==> src/rtl/core/gne_pkg.sv <==
// ----------------------------------------------------------------------------
// Grid neighbor enumerator package
// Shared widths, codes, beat types and state encodings.
// ----------------------------------------------------------------------------
package gne_pkg;

    localparam int CW       = 11;          // cell coordinate and count width
    localparam int BW       = CW + 2;      // signed width for clipped bounds
    localparam int IDX_W    = 20;          // linear index width
    localparam int FX_W     = 32;          // Q16.16 word width
    localparam int CFG_IW   = 3;           // register index width
    localparam int CELL_CAP = 2**CW - 1;   // largest count a register can hold

    localparam logic [1:0] MODE_XY    = 2'd0;
    localparam logic [1:0] MODE_INDEX = 2'd1;
    localparam logic [1:0] MODE_POINT = 2'd2;

    localparam logic [1:0] ST_OK    = 2'd0;
    localparam logic [1:0] ST_RANGE = 2'd1;
    localparam logic [1:0] ST_NONE  = 2'd2;

    localparam logic [CFG_IW-1:0] CFG_CELLS_X  = 3'd0;
    localparam logic [CFG_IW-1:0] CFG_CELLS_Y  = 3'd1;
    localparam logic [CFG_IW-1:0] CFG_ORIGIN_X = 3'd2;
    localparam logic [CFG_IW-1:0] CFG_ORIGIN_Y = 3'd3;
    localparam logic [CFG_IW-1:0] CFG_LIMIT_X  = 3'd4;
    localparam logic [CFG_IW-1:0] CFG_LIMIT_Y  = 3'd5;
    localparam logic [CFG_IW-1:0] CFG_SCALE    = 3'd6;

    typedef struct packed {
        logic [1:0]             mode;
        logic [9:0]             cell_x;
        logic [9:0]             cell_y;
        logic [IDX_W-1:0]       cell_index;
        logic signed [FX_W-1:0] point_x;
        logic signed [FX_W-1:0] point_y;
        logic [1:0]             steps;
    } t_in_item;

    typedef struct packed {
        logic [IDX_W-1:0] neighbor_index;
        logic [1:0]       status;
        logic             last;
    } t_out_item;

    // Grid settings as seen by the datapath, counts already saturated.
    typedef struct packed {
        logic [CW-1:0]          nx;
        logic [CW-1:0]          ny;
        logic signed [FX_W-1:0] origin_x;
        logic signed [FX_W-1:0] origin_y;
        logic signed [FX_W-1:0] limit_x;
        logic signed [FX_W-1:0] limit_y;
        logic [FX_W-1:0]        scale;
    } t_cfg;

    // Classified query handed from the front to the back.
    typedef struct packed {
        logic          err;
        logic [CW-1:0] cx;
        logic [CW-1:0] cy;
        logic [1:0]    steps;
    } t_job;

    typedef struct packed {
        logic full;
        logic empty;
    } t_qstat;

    typedef enum logic [2:0] {
        F_IDLE,
        F_DECODE,
        F_DIV,
        F_MUL,
        F_CHK,
        F_PUSH
    } t_front_state;

    typedef enum logic [2:0] {
        B_IDLE,
        B_BOUND,
        B_BASE,
        B_WALK,
        B_SINGLE
    } t_back_state;

endpackage

==> src/rtl/core/gne_queue.sv <==
// ----------------------------------------------------------------------------
// Grid neighbor enumerator job queue
// Two-entry FIFO that decouples query classification from the cell walk.
// ----------------------------------------------------------------------------
module gne_queue (
    input  logic           i_clk,
    input  logic           i_rst_n,
    input  logic           i_push,
    input  gne_pkg::t_job  i_job,
    input  logic           i_pop,
    output gne_pkg::t_job  o_job,
    output gne_pkg::t_qstat o_qstat
);
    import gne_pkg::*;

    localparam int Depth = 2;
    localparam int PtrW  = $clog2(Depth);

    t_job            r_mem [Depth];
    logic [PtrW-1:0] r_wr_ptr;
    logic [PtrW-1:0] r_rd_ptr;
    logic [PtrW:0]   r_count;

    always_ff @(posedge i_clk) begin
        if (!i_rst_n) begin
            r_wr_ptr <= '0;
            r_rd_ptr <= '0;
            r_count  <= '0;
        end else begin
            if (i_push) begin
                r_wr_ptr <= r_wr_ptr + PtrW'(1);
            end
            if (i_pop) begin
                r_rd_ptr <= r_rd_ptr + PtrW'(1);
            end
            if (i_push && !i_pop) begin
                r_count <= r_count + (PtrW+1)'(1);
            end else if (i_pop && !i_push) begin
                r_count <= r_count - (PtrW+1)'(1);
            end
        end
    end

    always_ff @(posedge i_clk) begin
        if (i_push) begin
            r_mem[r_wr_ptr] <= i_job;
        end
    end

    assign o_job         = r_mem[r_rd_ptr];
    assign o_qstat.full  = (r_count == (PtrW+1)'(Depth));
    assign o_qstat.empty = (r_count == '0);

endmodule

==> src/rtl/core/gne_front.sv <==
// ----------------------------------------------------------------------------
// Grid neighbor enumerator front end
// Accepts a query, resolves its center cell and queues a job for the walk.
// ----------------------------------------------------------------------------
module gne_front (
    input  logic              i_clk,
    input  logic              i_rst_n,
    input  logic              i_in_valid,
    output logic              o_in_stall,
    input  gne_pkg::t_in_item i_in_data,
    input  gne_pkg::t_cfg     i_cfg,
    output logic              o_push,
    output gne_pkg::t_job     o_job,
    input  gne_pkg::t_qstat   i_qstat
);
    import gne_pkg::*;

    localparam int DivCntW = $clog2(IDX_W);

    t_front_state       r_state;
    t_front_state       n_state;
    t_in_item           r_item;
    t_job               r_job;
    logic [FX_W-1:0]    r_dx;
    logic [FX_W-1:0]    r_dy;
    logic [FX_W-1:0]    r_prod;
    logic               r_axis;
    logic [IDX_W-1:0]   r_div;
    logic [CW-1:0]      r_rem;
    logic [DivCntW-1:0] r_cnt;

    logic [2*CW-1:0]   area;
    logic              idx_bad;
    logic              pt_bad;
    logic [FX_W:0]     dx_full;
    logic [FX_W:0]     dy_full;
    logic [FX_W-1:0]   mul_a;
    logic [2*FX_W-1:0] prod_full;
    logic [CW-1:0]     chk_lim;
    logic              chk_bad;
    logic [CW:0]       trial;
    logic              trial_ge;
    logic [CW:0]       trial_sub;
    logic [CW-1:0]     n_rem;

    // Query classification on the registered item.
    always_comb begin
        area    = i_cfg.nx * i_cfg.ny;
        idx_bad = {{(2*CW-IDX_W){1'b0}}, r_item.cell_index} >= area;
        pt_bad  = !(($signed(r_item.point_x) >= $signed(i_cfg.origin_x)) &&
                    ($signed(r_item.point_x) <  $signed(i_cfg.limit_x)) &&
                    ($signed(r_item.point_y) >= $signed(i_cfg.origin_y)) &&
                    ($signed(r_item.point_y) <  $signed(i_cfg.limit_y)));
        dx_full = {r_item.point_x[FX_W-1], r_item.point_x} -
                  {i_cfg.origin_x[FX_W-1], i_cfg.origin_x};
        dy_full = {r_item.point_y[FX_W-1], r_item.point_y} -
                  {i_cfg.origin_y[FX_W-1], i_cfg.origin_y};
    end

    // One shared multiplier, x axis first and then y axis.
    always_comb begin
        mul_a     = r_axis ? r_dy : r_dx;
        prod_full = mul_a * i_cfg.scale;
        chk_lim   = r_axis ? i_cfg.ny : i_cfg.nx;
        chk_bad   = r_prod >= {{(FX_W-CW){1'b0}}, chk_lim};
    end

    // Restoring divider step: one quotient bit of index / nx per cycle.
    always_comb begin
        trial     = {r_rem, r_div[IDX_W-1]};
        trial_ge  = trial >= {1'b0, i_cfg.nx};
        trial_sub = trial - {1'b0, i_cfg.nx};
        n_rem     = trial_ge ? trial_sub[CW-1:0] : trial[CW-1:0];
    end

    always_comb begin
        n_state = r_state;
        unique case (r_state)
            F_IDLE: begin
                if (i_in_valid) begin
                    n_state = F_DECODE;
                end
            end
            F_DECODE: begin
                unique case (r_item.mode)
                    MODE_XY:    n_state = F_PUSH;
                    MODE_INDEX: n_state = idx_bad ? F_PUSH : F_DIV;
                    MODE_POINT: n_state = pt_bad ? F_PUSH : F_MUL;
                    default:    n_state = F_PUSH;
                endcase
            end
            F_DIV: begin
                if (r_cnt == '0) begin
                    n_state = F_PUSH;
                end
            end
            F_MUL: n_state = F_CHK;
            F_CHK: begin
                if (chk_bad || r_axis) begin
                    n_state = F_PUSH;
                end else begin
                    n_state = F_MUL;
                end
            end
            F_PUSH: begin
                if (!i_qstat.full) begin
                    n_state = F_IDLE;
                end
            end
            default: n_state = F_IDLE;
        endcase
    end

    always_comb begin
        o_in_stall = (r_state != F_IDLE);
        o_push     = (r_state == F_PUSH) && !i_qstat.full;
        o_job      = r_job;
    end

    always_ff @(posedge i_clk) begin
        if (!i_rst_n) begin
            r_state <= F_IDLE;
            r_axis  <= 1'b0;
            r_cnt   <= '0;
        end else begin
            r_state <= n_state;
            unique case (r_state)
                F_DECODE: begin
                    r_axis <= 1'b0;
                    r_cnt  <= DivCntW'(IDX_W - 1);
                end
                F_DIV:   r_cnt <= r_cnt - DivCntW'(1);
                F_CHK:   r_axis <= 1'b1;
                default: ;
            endcase
        end
    end

    always_ff @(posedge i_clk) begin
        unique case (r_state)
            F_IDLE: begin
                if (i_in_valid) begin
                    r_item <= i_in_data;
                end
            end
            F_DECODE: begin
                r_job.steps <= r_item.steps;
                r_job.cx    <= {1'b0, r_item.cell_x};
                r_job.cy    <= {1'b0, r_item.cell_y};
                r_div       <= r_item.cell_index;
                r_rem       <= '0;
                r_dx        <= dx_full[FX_W-1:0];
                r_dy        <= dy_full[FX_W-1:0];
                unique case (r_item.mode)
                    MODE_XY:    r_job.err <= 1'b0;
                    MODE_INDEX: r_job.err <= idx_bad;
                    MODE_POINT: r_job.err <= pt_bad;
                    default:    r_job.err <= 1'b1;
                endcase
            end
            F_DIV: begin
                r_rem <= n_rem;
                r_div <= {r_div[IDX_W-2:0], trial_ge};
                if (r_cnt == '0) begin
                    r_job.cx <= n_rem;
                    r_job.cy <= {r_div[CW-2:0], trial_ge};
                end
            end
            F_MUL: r_prod <= prod_full[2*FX_W-1:FX_W];
            F_CHK: begin
                if (chk_bad) begin
                    r_job.err <= 1'b1;
                end else if (r_axis) begin
                    r_job.cy <= r_prod[CW-1:0];
                end else begin
                    r_job.cx <= r_prod[CW-1:0];
                end
            end
            default: ;
        endcase
    end

endmodule

==> src/rtl/core/gne_back.sv <==
// ----------------------------------------------------------------------------
// Grid neighbor enumerator back end
// Clips the neighborhood to the grid and walks it, one beat per cycle while the output is not stalled.
// ----------------------------------------------------------------------------
module gne_back #(
    parameter int MAX_STEPS = 3
) (
    input  logic               i_clk,
    input  logic               i_rst_n,
    input  gne_pkg::t_qstat    i_qstat,
    output logic               o_pop,
    input  gne_pkg::t_job      i_job,
    input  gne_pkg::t_cfg      i_cfg,
    output logic               o_out_valid,
    input  logic               i_out_stall,
    output gne_pkg::t_out_item o_out_data
);
    import gne_pkg::*;

    localparam logic [1:0] StepCap = 2'(MAX_STEPS);

    t_back_state      r_state;
    t_back_state      n_state;
    t_job             r_job;
    logic [1:0]       r_status;
    logic signed [BW-1:0] r_xlo;
    logic signed [BW-1:0] r_xhi;
    logic signed [BW-1:0] r_ylo;
    logic signed [BW-1:0] r_yhi;
    logic [CW-1:0]    r_rx;
    logic [CW-1:0]    r_ry;
    logic [IDX_W-1:0] r_base;
    logic             r_out_valid;
    t_out_item        r_out;

    logic [1:0]           s;
    logic signed [BW-1:0] s_s;
    logic signed [BW-1:0] cx_s;
    logic signed [BW-1:0] cy_s;
    logic signed [BW-1:0] nx_m1;
    logic signed [BW-1:0] ny_m1;
    logic signed [BW-1:0] xlo_raw;
    logic signed [BW-1:0] xhi_raw;
    logic signed [BW-1:0] ylo_raw;
    logic signed [BW-1:0] yhi_raw;
    logic                 empty;
    logic [2*CW-1:0]      base_full;
    logic                 out_free;
    logic                 is_center;
    logic                 row_end;
    logic                 at_end;
    logic [CW-1:0]        nrx;
    logic [CW-1:0]        nry;
    logic                 fin_center;
    logic                 last;
    logic                 go;
    logic                 emit;
    t_out_item            beat;

    // Neighborhood bounds, clipped to the grid.
    always_comb begin
        s       = (r_job.steps > StepCap) ? StepCap : r_job.steps;
        s_s     = $signed({{CW{1'b0}}, s});
        cx_s    = $signed({2'b00, r_job.cx});
        cy_s    = $signed({2'b00, r_job.cy});
        nx_m1   = $signed({2'b00, i_cfg.nx}) - BW'(1);
        ny_m1   = $signed({2'b00, i_cfg.ny}) - BW'(1);
        xlo_raw = cx_s - s_s;
        xhi_raw = cx_s + s_s;
        ylo_raw = cy_s - s_s;
        yhi_raw = cy_s + s_s;
    end

    // Nothing to emit when the window is empty or holds only the center.
    always_comb begin
        empty = (r_xlo > r_xhi) || (r_ylo > r_yhi) ||
                ((r_xlo == r_xhi) && (r_ylo == r_yhi) &&
                 (r_xlo == cx_s) && (r_ylo == cy_s));
        base_full = r_ylo[CW-1:0] * i_cfg.nx;
    end

    // Walk bookkeeping: the last beat is either the window corner or the
    // cell just before a center that sits in the corner.
    always_comb begin
        out_free   = !r_out_valid || !i_out_stall;
        is_center  = (r_rx == r_job.cx) && (r_ry == r_job.cy);
        row_end    = (r_rx == r_xhi[CW-1:0]);
        at_end     = row_end && (r_ry == r_yhi[CW-1:0]);
        nrx        = row_end ? r_xlo[CW-1:0] : r_rx + CW'(1);
        nry        = row_end ? r_ry + CW'(1) : r_ry;
        fin_center = (nrx == r_xhi[CW-1:0]) && (nry == r_yhi[CW-1:0]) &&
                     (r_xhi == cx_s) && (r_yhi == cy_s);
        last       = at_end || fin_center;
        go         = out_free || is_center;
    end

    always_comb begin
        n_state = r_state;
        unique case (r_state)
            B_IDLE: begin
                if (!i_qstat.empty) begin
                    n_state = i_job.err ? B_SINGLE : B_BOUND;
                end
            end
            B_BOUND: n_state = B_BASE;
            B_BASE:  n_state = empty ? B_SINGLE : B_WALK;
            B_WALK: begin
                if (go && last && !is_center) begin
                    n_state = B_IDLE;
                end
            end
            B_SINGLE: begin
                if (out_free) begin
                    n_state = B_IDLE;
                end
            end
            default: n_state = B_IDLE;
        endcase
    end

    always_comb begin
        o_pop = (r_state == B_IDLE) && !i_qstat.empty;
        emit  = 1'b0;
        beat  = '0;
        unique case (r_state)
            B_WALK: begin
                emit                = out_free && !is_center;
                beat.neighbor_index = r_base + IDX_W'(r_rx);
                beat.status         = ST_OK;
                beat.last           = last;
            end
            B_SINGLE: begin
                emit        = out_free;
                beat.status = r_status;
                beat.last   = 1'b1;
            end
            default: ;
        endcase
        o_out_valid = r_out_valid;
        o_out_data  = r_out;
    end

    always_ff @(posedge i_clk) begin
        if (!i_rst_n) begin
            r_state     <= B_IDLE;
            r_out_valid <= 1'b0;
        end else begin
            r_state <= n_state;
            if (emit) begin
                r_out_valid <= 1'b1;
            end else if (!i_out_stall) begin
                r_out_valid <= 1'b0;
            end
        end
    end

    always_ff @(posedge i_clk) begin
        if (emit) begin
            r_out <= beat;
        end
        unique case (r_state)
            B_IDLE: begin
                r_job    <= i_job;
                r_status <= ST_RANGE;
            end
            B_BOUND: begin
                r_xlo <= (xlo_raw < 0) ? '0 : xlo_raw;
                r_ylo <= (ylo_raw < 0) ? '0 : ylo_raw;
                r_xhi <= (xhi_raw > nx_m1) ? nx_m1 : xhi_raw;
                r_yhi <= (yhi_raw > ny_m1) ? ny_m1 : yhi_raw;
            end
            B_BASE: begin
                r_status <= ST_NONE;
                r_rx     <= r_xlo[CW-1:0];
                r_ry     <= r_ylo[CW-1:0];
                r_base   <= base_full[IDX_W-1:0];
            end
            B_WALK: begin
                if (go) begin
                    r_rx <= nrx;
                    r_ry <= nry;
                    if (row_end) begin
                        r_base <= r_base + IDX_W'(i_cfg.nx);
                    end
                end
            end
            default: ;
        endcase
    end

endmodule

==> src/rtl/core/grid_neighbor_enumerator.sv <==
// ----------------------------------------------------------------------------
// Grid neighbor enumerator
// Lists the row-major indices of the cells around a query cell on a grid.
// ----------------------------------------------------------------------------
// A query beat enters on i_in_valid/o_in_stall and names a center cell as a
// column/row pair, a linear index or a Q16.16 point. For each query the block
// sends, on o_out_valid/i_out_stall, one beat per grid cell of the square of
// half width steps around the center, lowest row and column first, with the
// center left out; last marks the final beat. A bad query yields one beat with
// status out of range, an empty window one beat with status no neighbors.
// A column/row query is pushed as it stands, a linear index goes through the
// 20-step divider and a point takes up to two passes through the shared
// 32x32 multiplier. The walk then gives one beat a cycle while the receiver
// does not stall, passing the center without a beat; the two-entry job queue
// lets the front resolve the next query while the back walks the last one.
// While the receiver stalls, the output register holds its beat and the walk
// waits. Configuration writes on i_cfg_valid and o_cfg_ready are always taken
// and belong in idle time only. Reset restores the default 1024 by 1024 grid
// and empties both ends.
// ----------------------------------------------------------------------------
module grid_neighbor_enumerator #(
    parameter int MAX_STEPS          = 3,
    parameter int MAX_CELLS_PER_AXIS = 1024
) (
    input  logic                          i_clk,
    input  logic                          i_rst_n,
    input  logic                          i_in_valid,
    output logic                          o_in_stall,
    input  gne_pkg::t_in_item             i_in_data,
    output logic                          o_out_valid,
    input  logic                          i_out_stall,
    output gne_pkg::t_out_item            o_out_data,
    input  logic                          i_cfg_valid,
    output logic                          o_cfg_ready,
    input  logic [gne_pkg::CFG_IW-1:0]    i_cfg_index,
    input  logic [gne_pkg::FX_W-1:0]      i_cfg_data
);
    import gne_pkg::*;

    // Cell counts above the supported axis size are clamped to it.
    localparam int            SatCells = (MAX_CELLS_PER_AXIS > CELL_CAP) ?
                                         CELL_CAP : MAX_CELLS_PER_AXIS;
    localparam logic [CW-1:0] SatN     = CW'(SatCells);

    logic [CW-1:0]          r_cells_x;
    logic [CW-1:0]          r_cells_y;
    logic signed [FX_W-1:0] r_origin_x;
    logic signed [FX_W-1:0] r_origin_y;
    logic signed [FX_W-1:0] r_limit_x;
    logic signed [FX_W-1:0] r_limit_y;
    logic [FX_W-1:0]        r_scale;

    t_cfg   cfg;
    logic   push;
    logic   pop;
    t_job   front_job;
    t_job   queue_job;
    t_qstat qstat;

    // The register file never holds off a write.
    assign o_cfg_ready = 1'b1;

    always_ff @(posedge i_clk) begin
        if (!i_rst_n) begin
            r_cells_x  <= CW'(1024);
            r_cells_y  <= CW'(1024);
            r_origin_x <= '0;
            r_origin_y <= '0;
            r_limit_x  <= 32'sh0400_0000;
            r_limit_y  <= 32'sh0400_0000;
            r_scale    <= 32'h0010_0000;
        end else if (i_cfg_valid && o_cfg_ready) begin
            unique case (i_cfg_index)
                CFG_CELLS_X:  r_cells_x  <= i_cfg_data[CW-1:0];
                CFG_CELLS_Y:  r_cells_y  <= i_cfg_data[CW-1:0];
                CFG_ORIGIN_X: r_origin_x <= i_cfg_data;
                CFG_ORIGIN_Y: r_origin_y <= i_cfg_data;
                CFG_LIMIT_X:  r_limit_x  <= i_cfg_data;
                CFG_LIMIT_Y:  r_limit_y  <= i_cfg_data;
                CFG_SCALE:    r_scale    <= i_cfg_data;
                default: ;
            endcase
        end
    end

    always_comb begin
        cfg.nx       = (r_cells_x > SatN) ? SatN : r_cells_x;
        cfg.ny       = (r_cells_y > SatN) ? SatN : r_cells_y;
        cfg.origin_x = r_origin_x;
        cfg.origin_y = r_origin_y;
        cfg.limit_x  = r_limit_x;
        cfg.limit_y  = r_limit_y;
        cfg.scale    = r_scale;
    end

    // The front resolves the center cell; errors travel as flagged jobs.
    gne_front u_front (
        .i_clk      (i_clk),
        .i_rst_n    (i_rst_n),
        .i_in_valid (i_in_valid),
        .o_in_stall (o_in_stall),
        .i_in_data  (i_in_data),
        .i_cfg      (cfg),
        .o_push     (push),
        .o_job      (front_job),
        .i_qstat    (qstat)
    );

    gne_queue u_queue (
        .i_clk   (i_clk),
        .i_rst_n (i_rst_n),
        .i_push  (push),
        .i_job   (front_job),
        .i_pop   (pop),
        .o_job   (queue_job),
        .o_qstat (qstat)
    );

    // The back walks the clipped window and owns the output register.
    gne_back #(
        .MAX_STEPS (MAX_STEPS)
    ) u_back (
        .i_clk       (i_clk),
        .i_rst_n     (i_rst_n),
        .i_qstat     (qstat),
        .o_pop       (pop),
        .i_job       (queue_job),
        .i_cfg       (cfg),
        .o_out_valid (o_out_valid),
        .i_out_stall (i_out_stall),
        .o_out_data  (o_out_data)
    );

endmodule

==> config.mk <==
export PLATFORM = sky130hd
export DESIGN_NAME = grid_neighbor_enumerator
export DESIGN_NICKNAME = d
export VERILOG_FILES = /design/src/rtl/core/gne_pkg.sv /design/src/rtl/core/gne_queue.sv /design/src/rtl/core/gne_front.sv /design/src/rtl/core/gne_back.sv /design/src/rtl/core/grid_neighbor_enumerator.sv
export SDC_FILE = /design/constraint.sdc
export NUM_CORES = 2
export LEC_CHECK = 0
export BUFFER_PORTS_ARGS = -buffer_cell sky130_fd_sc_hd__buf_2
export CAP_MARGIN = 40
export CORE_MARGIN = 2
export CORE_UTILIZATION = 45
export CTS_CLUSTER_DIAMETER = 40
export CTS_CLUSTER_SIZE = 30
export DETAILED_ROUTE_END_ITERATION = 8
export PLACE_DENSITY = 0.7
export SYNTH_ARGS = -nofsm -noshare
export SYNTH_HDL_FRONTEND = slang
export SYNTH_SLANG_ARGS = --single-unit
==> constraint.sdc <==
create_clock -name i_clk -period 8.2 [get_ports i_clk]
set_input_delay 1.64 -clock i_clk [delete_from_list [all_inputs] [get_ports i_clk]]
set_output_delay 1.64 -clock i_clk [all_outputs]
set_load 0.01 [all_outputs]
# Word level (Yosys, flattened, before mapping)
# Memory sizes are Yosys's and may differ from the RTL's. A register that Yosys moved wholly into a read port is not among the register bits.
# Index checks and enable logic that the tools add are counted.
dict set report totals {
  out_inout_bits 26
  word_cells 240
  register_bits 600
  ramBits 50
  mem_count 1
  inputBits 148
}
# name words width rd rd_ports_with_merged_regs write_ports line_no
set mem_list {}
lappend mem_list {u_queue.r_mem 2 25 1 1 1 gne_queue.sv:19} ;# t_job r_mem [Depth];
dict set report classes {
  n_mux 54
  n_eq_ne 43
  addsub 18
  mul 3
  magnitude_cmp 16
  reduce_logical 60
}
# op count
set ops {}
lappend ops {{$mux W11} 10}
lappend ops {{$pmux W20 S2} 2}
lappend ops {{$eq A11 B11 Y1} 6}
lappend ops {{$pmux W11 S2} 3}
lappend ops {{$pmux W22 S3} 1}
lappend ops {{$ge A32 B32 Y1} 2}
lappend ops {{$lt A32 B32 Y1} 2}
lappend ops {{$mul A32 B32 Y64} 1}
lappend ops {{$sub A32 B32 Y32} 2}
lappend ops {{$mux W22} 2}
lappend ops {{$add A20 B11 Y20} 2}
lappend ops {{$mux W20} 2}
lappend ops {{$mux W3} 11}
lappend ops {{$ge A32 B11 Y1} 1}
lappend ops {{$mux W32} 1}
lappend ops {{$eq A12 B13 Y1} 2}
lappend ops {{$eq A13 B12 Y1} 2}
lappend ops {{$gt A12 B13 Y1} 2}
lappend ops {{$gt A13 B13 Y1} 2}
lappend ops {{$mux W13} 2}
lappend ops {{$add A11 B2 Y12} 2}
lappend ops {{$eq A12 B12 Y1} 2}
lappend ops {{$lt A12 B1 Y1 const B} 2}
lappend ops {{$sub A11 B1 Y12 const B} 2}
lappend ops {{other kinds (40)} 128}

# Longest topological paths before layout
dict set report logic_depth {
  depth_word 11
  depth_mapped 33
  mapped_depth_nobuf 30
}

# Hierarchy
# From an unflattened synthesis, not the netlist that was laid out.
dict set report unflattened {
  hier_cells 7913
  hier_area_um2 75259.7
}
# mod cells_each instances area_per_inst_um2
set modules_own_cells {}
lappend modules_own_cells {gne_front 5551 1 51484.4}
lappend modules_own_cells {gne_back 1604 1 15031.9}
lappend modules_own_cells {grid_neighbor_enumerator 658 1 6721.4}
lappend modules_own_cells {gne_queue 100 1 2021.9}

# Worst setup path after synthesis
# OpenSTA, ideal clock, no wires.
dict set report synth_path {
  kind {flip-flop to flip-flop}
  start {reg u_front.r_axis}
  end {reg u_front.r_prod[11] (data pin)}
  n_path_buf 3
  stages_incl_launch_ff 33
  setup_time_ns 0.258
  arrival_ns 7.921
  period_less_slack_ns 8.179
  slack_ns 0.021
  cell_sequence {dfxtp_1 clkbuf_1 clkbuf_1 mux2_2 clkbuf_1 nand2_1 fa_1 inv_1 fa_1 inv_1 fa_1 inv_1 fa_1 fa_1 inv_1 fa_1 inv_1 fa_1 inv_1 fa_1 inv_1 ha_1 a211o_1 a21oi_1 o21ai_0 o2bb2ai_1 o21ai_1 o21ai_2 or2_2 a21oi_2 o21ai_0 o41a_1 xor2_1}
}
dict set report synth_via {
  elab_chain_len 2
}
# item line_no
set synth_rtl {}
lappend synth_rtl {{start: declaration} gne_front.sv:27} ;# logic r_axis;
lappend synth_rtl {{start signal: assignment} gne_front.sv:123} ;# r_axis <= 1'b0;
lappend synth_rtl {{start signal: assignment} gne_front.sv:129} ;# r_axis <= 1'b0;
lappend synth_rtl {{start signal: assignment} gne_front.sv:133} ;# F_CHK: r_axis <= 1'b1;
lappend synth_rtl {{$mux W32} gne_front.sv:62} ;# mul_a = r_axis ? r_dy : r_dx;
lappend synth_rtl {{$mul A32 B32 Y64} gne_front.sv:63} ;# prod_full = mul_a * i_cfg.scale;
lappend synth_rtl {{via u_front.prod_full[43]} gne_front.sv:38} ;# logic [2*FX_W-1:0] prod_full;
lappend synth_rtl {{end signal: assignment} gne_front.sv:169} ;# F_MUL: r_prod <= prod_full[2*FX_W-1:FX_W];
lappend synth_rtl {{end: declaration} gne_front.sv:26} ;# logic [FX_W-1:0] r_prod;
# The timed path passes the listed nets, and every way through them passes these cells.
# A chain may end at the register's enable or synchronous reset.

# Worst setup path after layout
dict set report layout_path {
  start {reg u_front.r_axis}
  end {reg u_front.r_prod[31] (data pin)}
}
# The elaborated chain is that of the path after synthesis.

==> results.cfg <==
[worst_setup_path]
worstSetupEndpointType = flip-flop
cp.required_ns = 8.64
crit_type = reg -> reg
crit_path_start_kind = flip-flop
cp_slowest_cell = fa_2
crit_path_max_incr_delay_ns = 0.60
reg2reg_setup_slack_ns = -0.13
arrival_ns = 8.77
cp-startpoint = u_front.r_axis$_SDFFE_PN0P_
cpMostUsedCell = fa_1
rr_startpoint = u_front.r_axis$_SDFFE_PN0P_
critPathMaxFanout = 5

[floorplan]
fp.dieH_um = 409
dieArea_um2 = 167000
die_w_um = 409
ioPinCount = 174
row_count = 148
core_um2 = 163000
start_util = 0.453

[clocking]
htreeDepth = 3
cts_tree = done
clockRootBuffer = clkbuf_16
cts_inserted_buffers = 104
clkSinkCount = 651
clk_pin_slew_ns = 0.06
insertion_delay_ns = 0.75
clockBufferDepth = 3

[grt]
gr-total-overflow = 0
first_global_vias = 59130
busiest_layer = met2
met3_usage = 0.0407
antenna_found_initial = 7
grt_usage = 0.265
grtUsageMet1 = 0.338
use_met2 = 0.436
grt_max_degree = 71
grt_pass1_wl_um = 341000

[place]
hpwlAfterDp_um = 174000
place_area_um2 = 79100
dp.cells = 10211
io_buffers = 172
place_ws_ns = -0.433
routabilityCongestion = 1.07

[timing]
fmax_mhz = 120
setup_ws_ns = -0.132
final-setup-viol-count = 3
period_needed_ns = 8.33
maxSlewViolCount = 0
setup_tns_ns = -0.240
worst_pin_slew_ns = 0.972
slew_headroom = 0.350
fin_hold_ws_ns = 0.423
finalCritPeriodShare = 1.02
finalHoldViolCount = 0
fin_skew_ns = 0.0647
rsz0062_at_grt = yes

[logic_synthesis]
synth_top_area_share = 0.289
seq_area_frac_synth = 0.238
synth_ff_type = edfxtp_1
synth.avg_cell_area_um2 = 9.30
synthTopCellsByArea = fa_1, edfxtp_1, ha_1
yosysTopAreaCell = fa_1
mappedNetlistArea_um2 = 73700
synth-edff-count = 451
async_reset_ff_frac = 0
synth_cell_types = 90
yosys_warnings = 0
netlist_instances = 7925
synth_seq_cells = 651

[finish]
layout-drive-gt1-share = 0.113
area_growth_pct = 14.0
final_cell_mix = nand2_1, inv_1, fa_1, ha_1, edfxtp_1
final_common_cell = nand2_1
fin_util = 0.516
instances_no_fill = 10448
layout.nets = 10020
fin_area_um2 = 84000

[route]
drt_iter0_markers = 4258
viasPerCell = 5.38
dr.pass1.iters = 6
wire_per_inst_um = 21.1
drc = 0
antenna_left = 0
wl_um = 220000
vias = 56160

[run_status]
status = complete, but fails checks
violations = setup timing

[power_and_ir_drop]
pwr_density_cell_nw_per_um2 = 255
p_total_mw = 21.4
p_leak_nw = 37.7
worst_ir_drop_vdd_uv = 213

[worst_hold_path]
min_path_type = reg -> reg
hold_path_startpoint = u_front.r_item[1]$_DFFE_PP_

[flow_run]
maxCapViolCount = 0
[worst paths after layout]
path                             endpoint  cells after the start
min            u_front.o_job[1]$_DFFE_PP_                      0
max reg2reg  u_front.r_prod[31]$_DFFE_PN_                     33
max          u_front.r_prod[31]$_DFFE_PN_                     33
min reg2reg    u_front.o_job[1]$_DFFE_PP_                      0
[critical path, delay by kind of cell, from the launching register on]
family / cells / cell delay (ns)
adder cells (fa/ha/maj): 9 / 4.38
buffers and inverters: 11 / 1.10
AND/OR/NAND/NOR: 5 / 0.94
AO/OA/AOI/OAI: 6 / 0.79
flip-flops: 1 / 0.37
multiplexers: 1 / 0.30
XOR/XNOR: 1 / 0.14
[metal layers]
layer / up-vias / wire length, um
met3: 544 / 15900
met2: 2242 / 103000
met4: 0 / 13100
met1: 27994 / 87700
met5: - / 0
li1: 25380 / -
[kinds of logic (layout without fill, tap and decap cells)]
family          count (synthesis)  count (layout)  synth area share
other cells                     2               8          0.000102
buf+inv                      1812            2153            0.0925
mux                            79              80            0.0118
simple gates                 2503            2503             0.150
fa+ha+maj                    1694            1694             0.396
flops                         651             651             0.238
compound gates                864             864            0.0735
xor+xnor                      320             320            0.0380
[cells in the mapped netlist (18+ instances only)]
cell type	instances
nor2b_1	62
clkbuf_1	356
and3_1	21
buf_1	20
ha_1	631
a211oi_1	23
xor2_1	112
inv_1	1416
nand4_1	62
nor2_1	298
nor4_1	28
nor3_1	57
edfxtp_1	451
dfxtp_1	200
a31oi_1	22
a21o_1	115
a21oi_1	376
mux2i_1	18
o21a_1	29
o21ai_0	121
fa_1	1063
nand2_1	1494
and2_1	294
nand2b_1	34
mux2_2	61
o21bai_1	28
xnor2_1	208
or3_1	19
nand3_1	87
[state kept, by name, indices dropped and copies added, names as in the netlist, 23 cells and up, named ones only]
register,count
u_front.r_item,108
r_limit_x,32
u_queue.r_mem,50
u_front.o_job,25
r_scale,32
u_front.r_dx,32
u_front.r_prod,32
u_back.o_out_data,23
u_front.r_dy,32
r_origin_x,32
r_limit_y,32
r_origin_y,32
[layout make-up]
type | instances | area [um2]
antenna | 5 | 12.5
clock buffer | 109 | 2620
clock inverter | 87 | 1100
fill | 14630 | 78700
inverter | 1423 | 5350
multi-input combinational | 5464 | 50000
sequential | 651 | 17600
tap | 2175 | 2720
timing repair buffer | 534 | 4630
[timing repair]
item	in CTS	in global routing
endpoints found under the setup margin	27	23
hold buffers	0	0
setup buffers	17	16
resized for setup	69	126
pin swaps	28	81
cloned	2	2
[power breakdown]
group	internal, mW	switching, mW	leakage (nW)
sequential	4.59	0.790	5.85
combinational	4.80	6.63	30.0
clock	2.75	1.86	1.80
(Power assumes the default switching activity.)
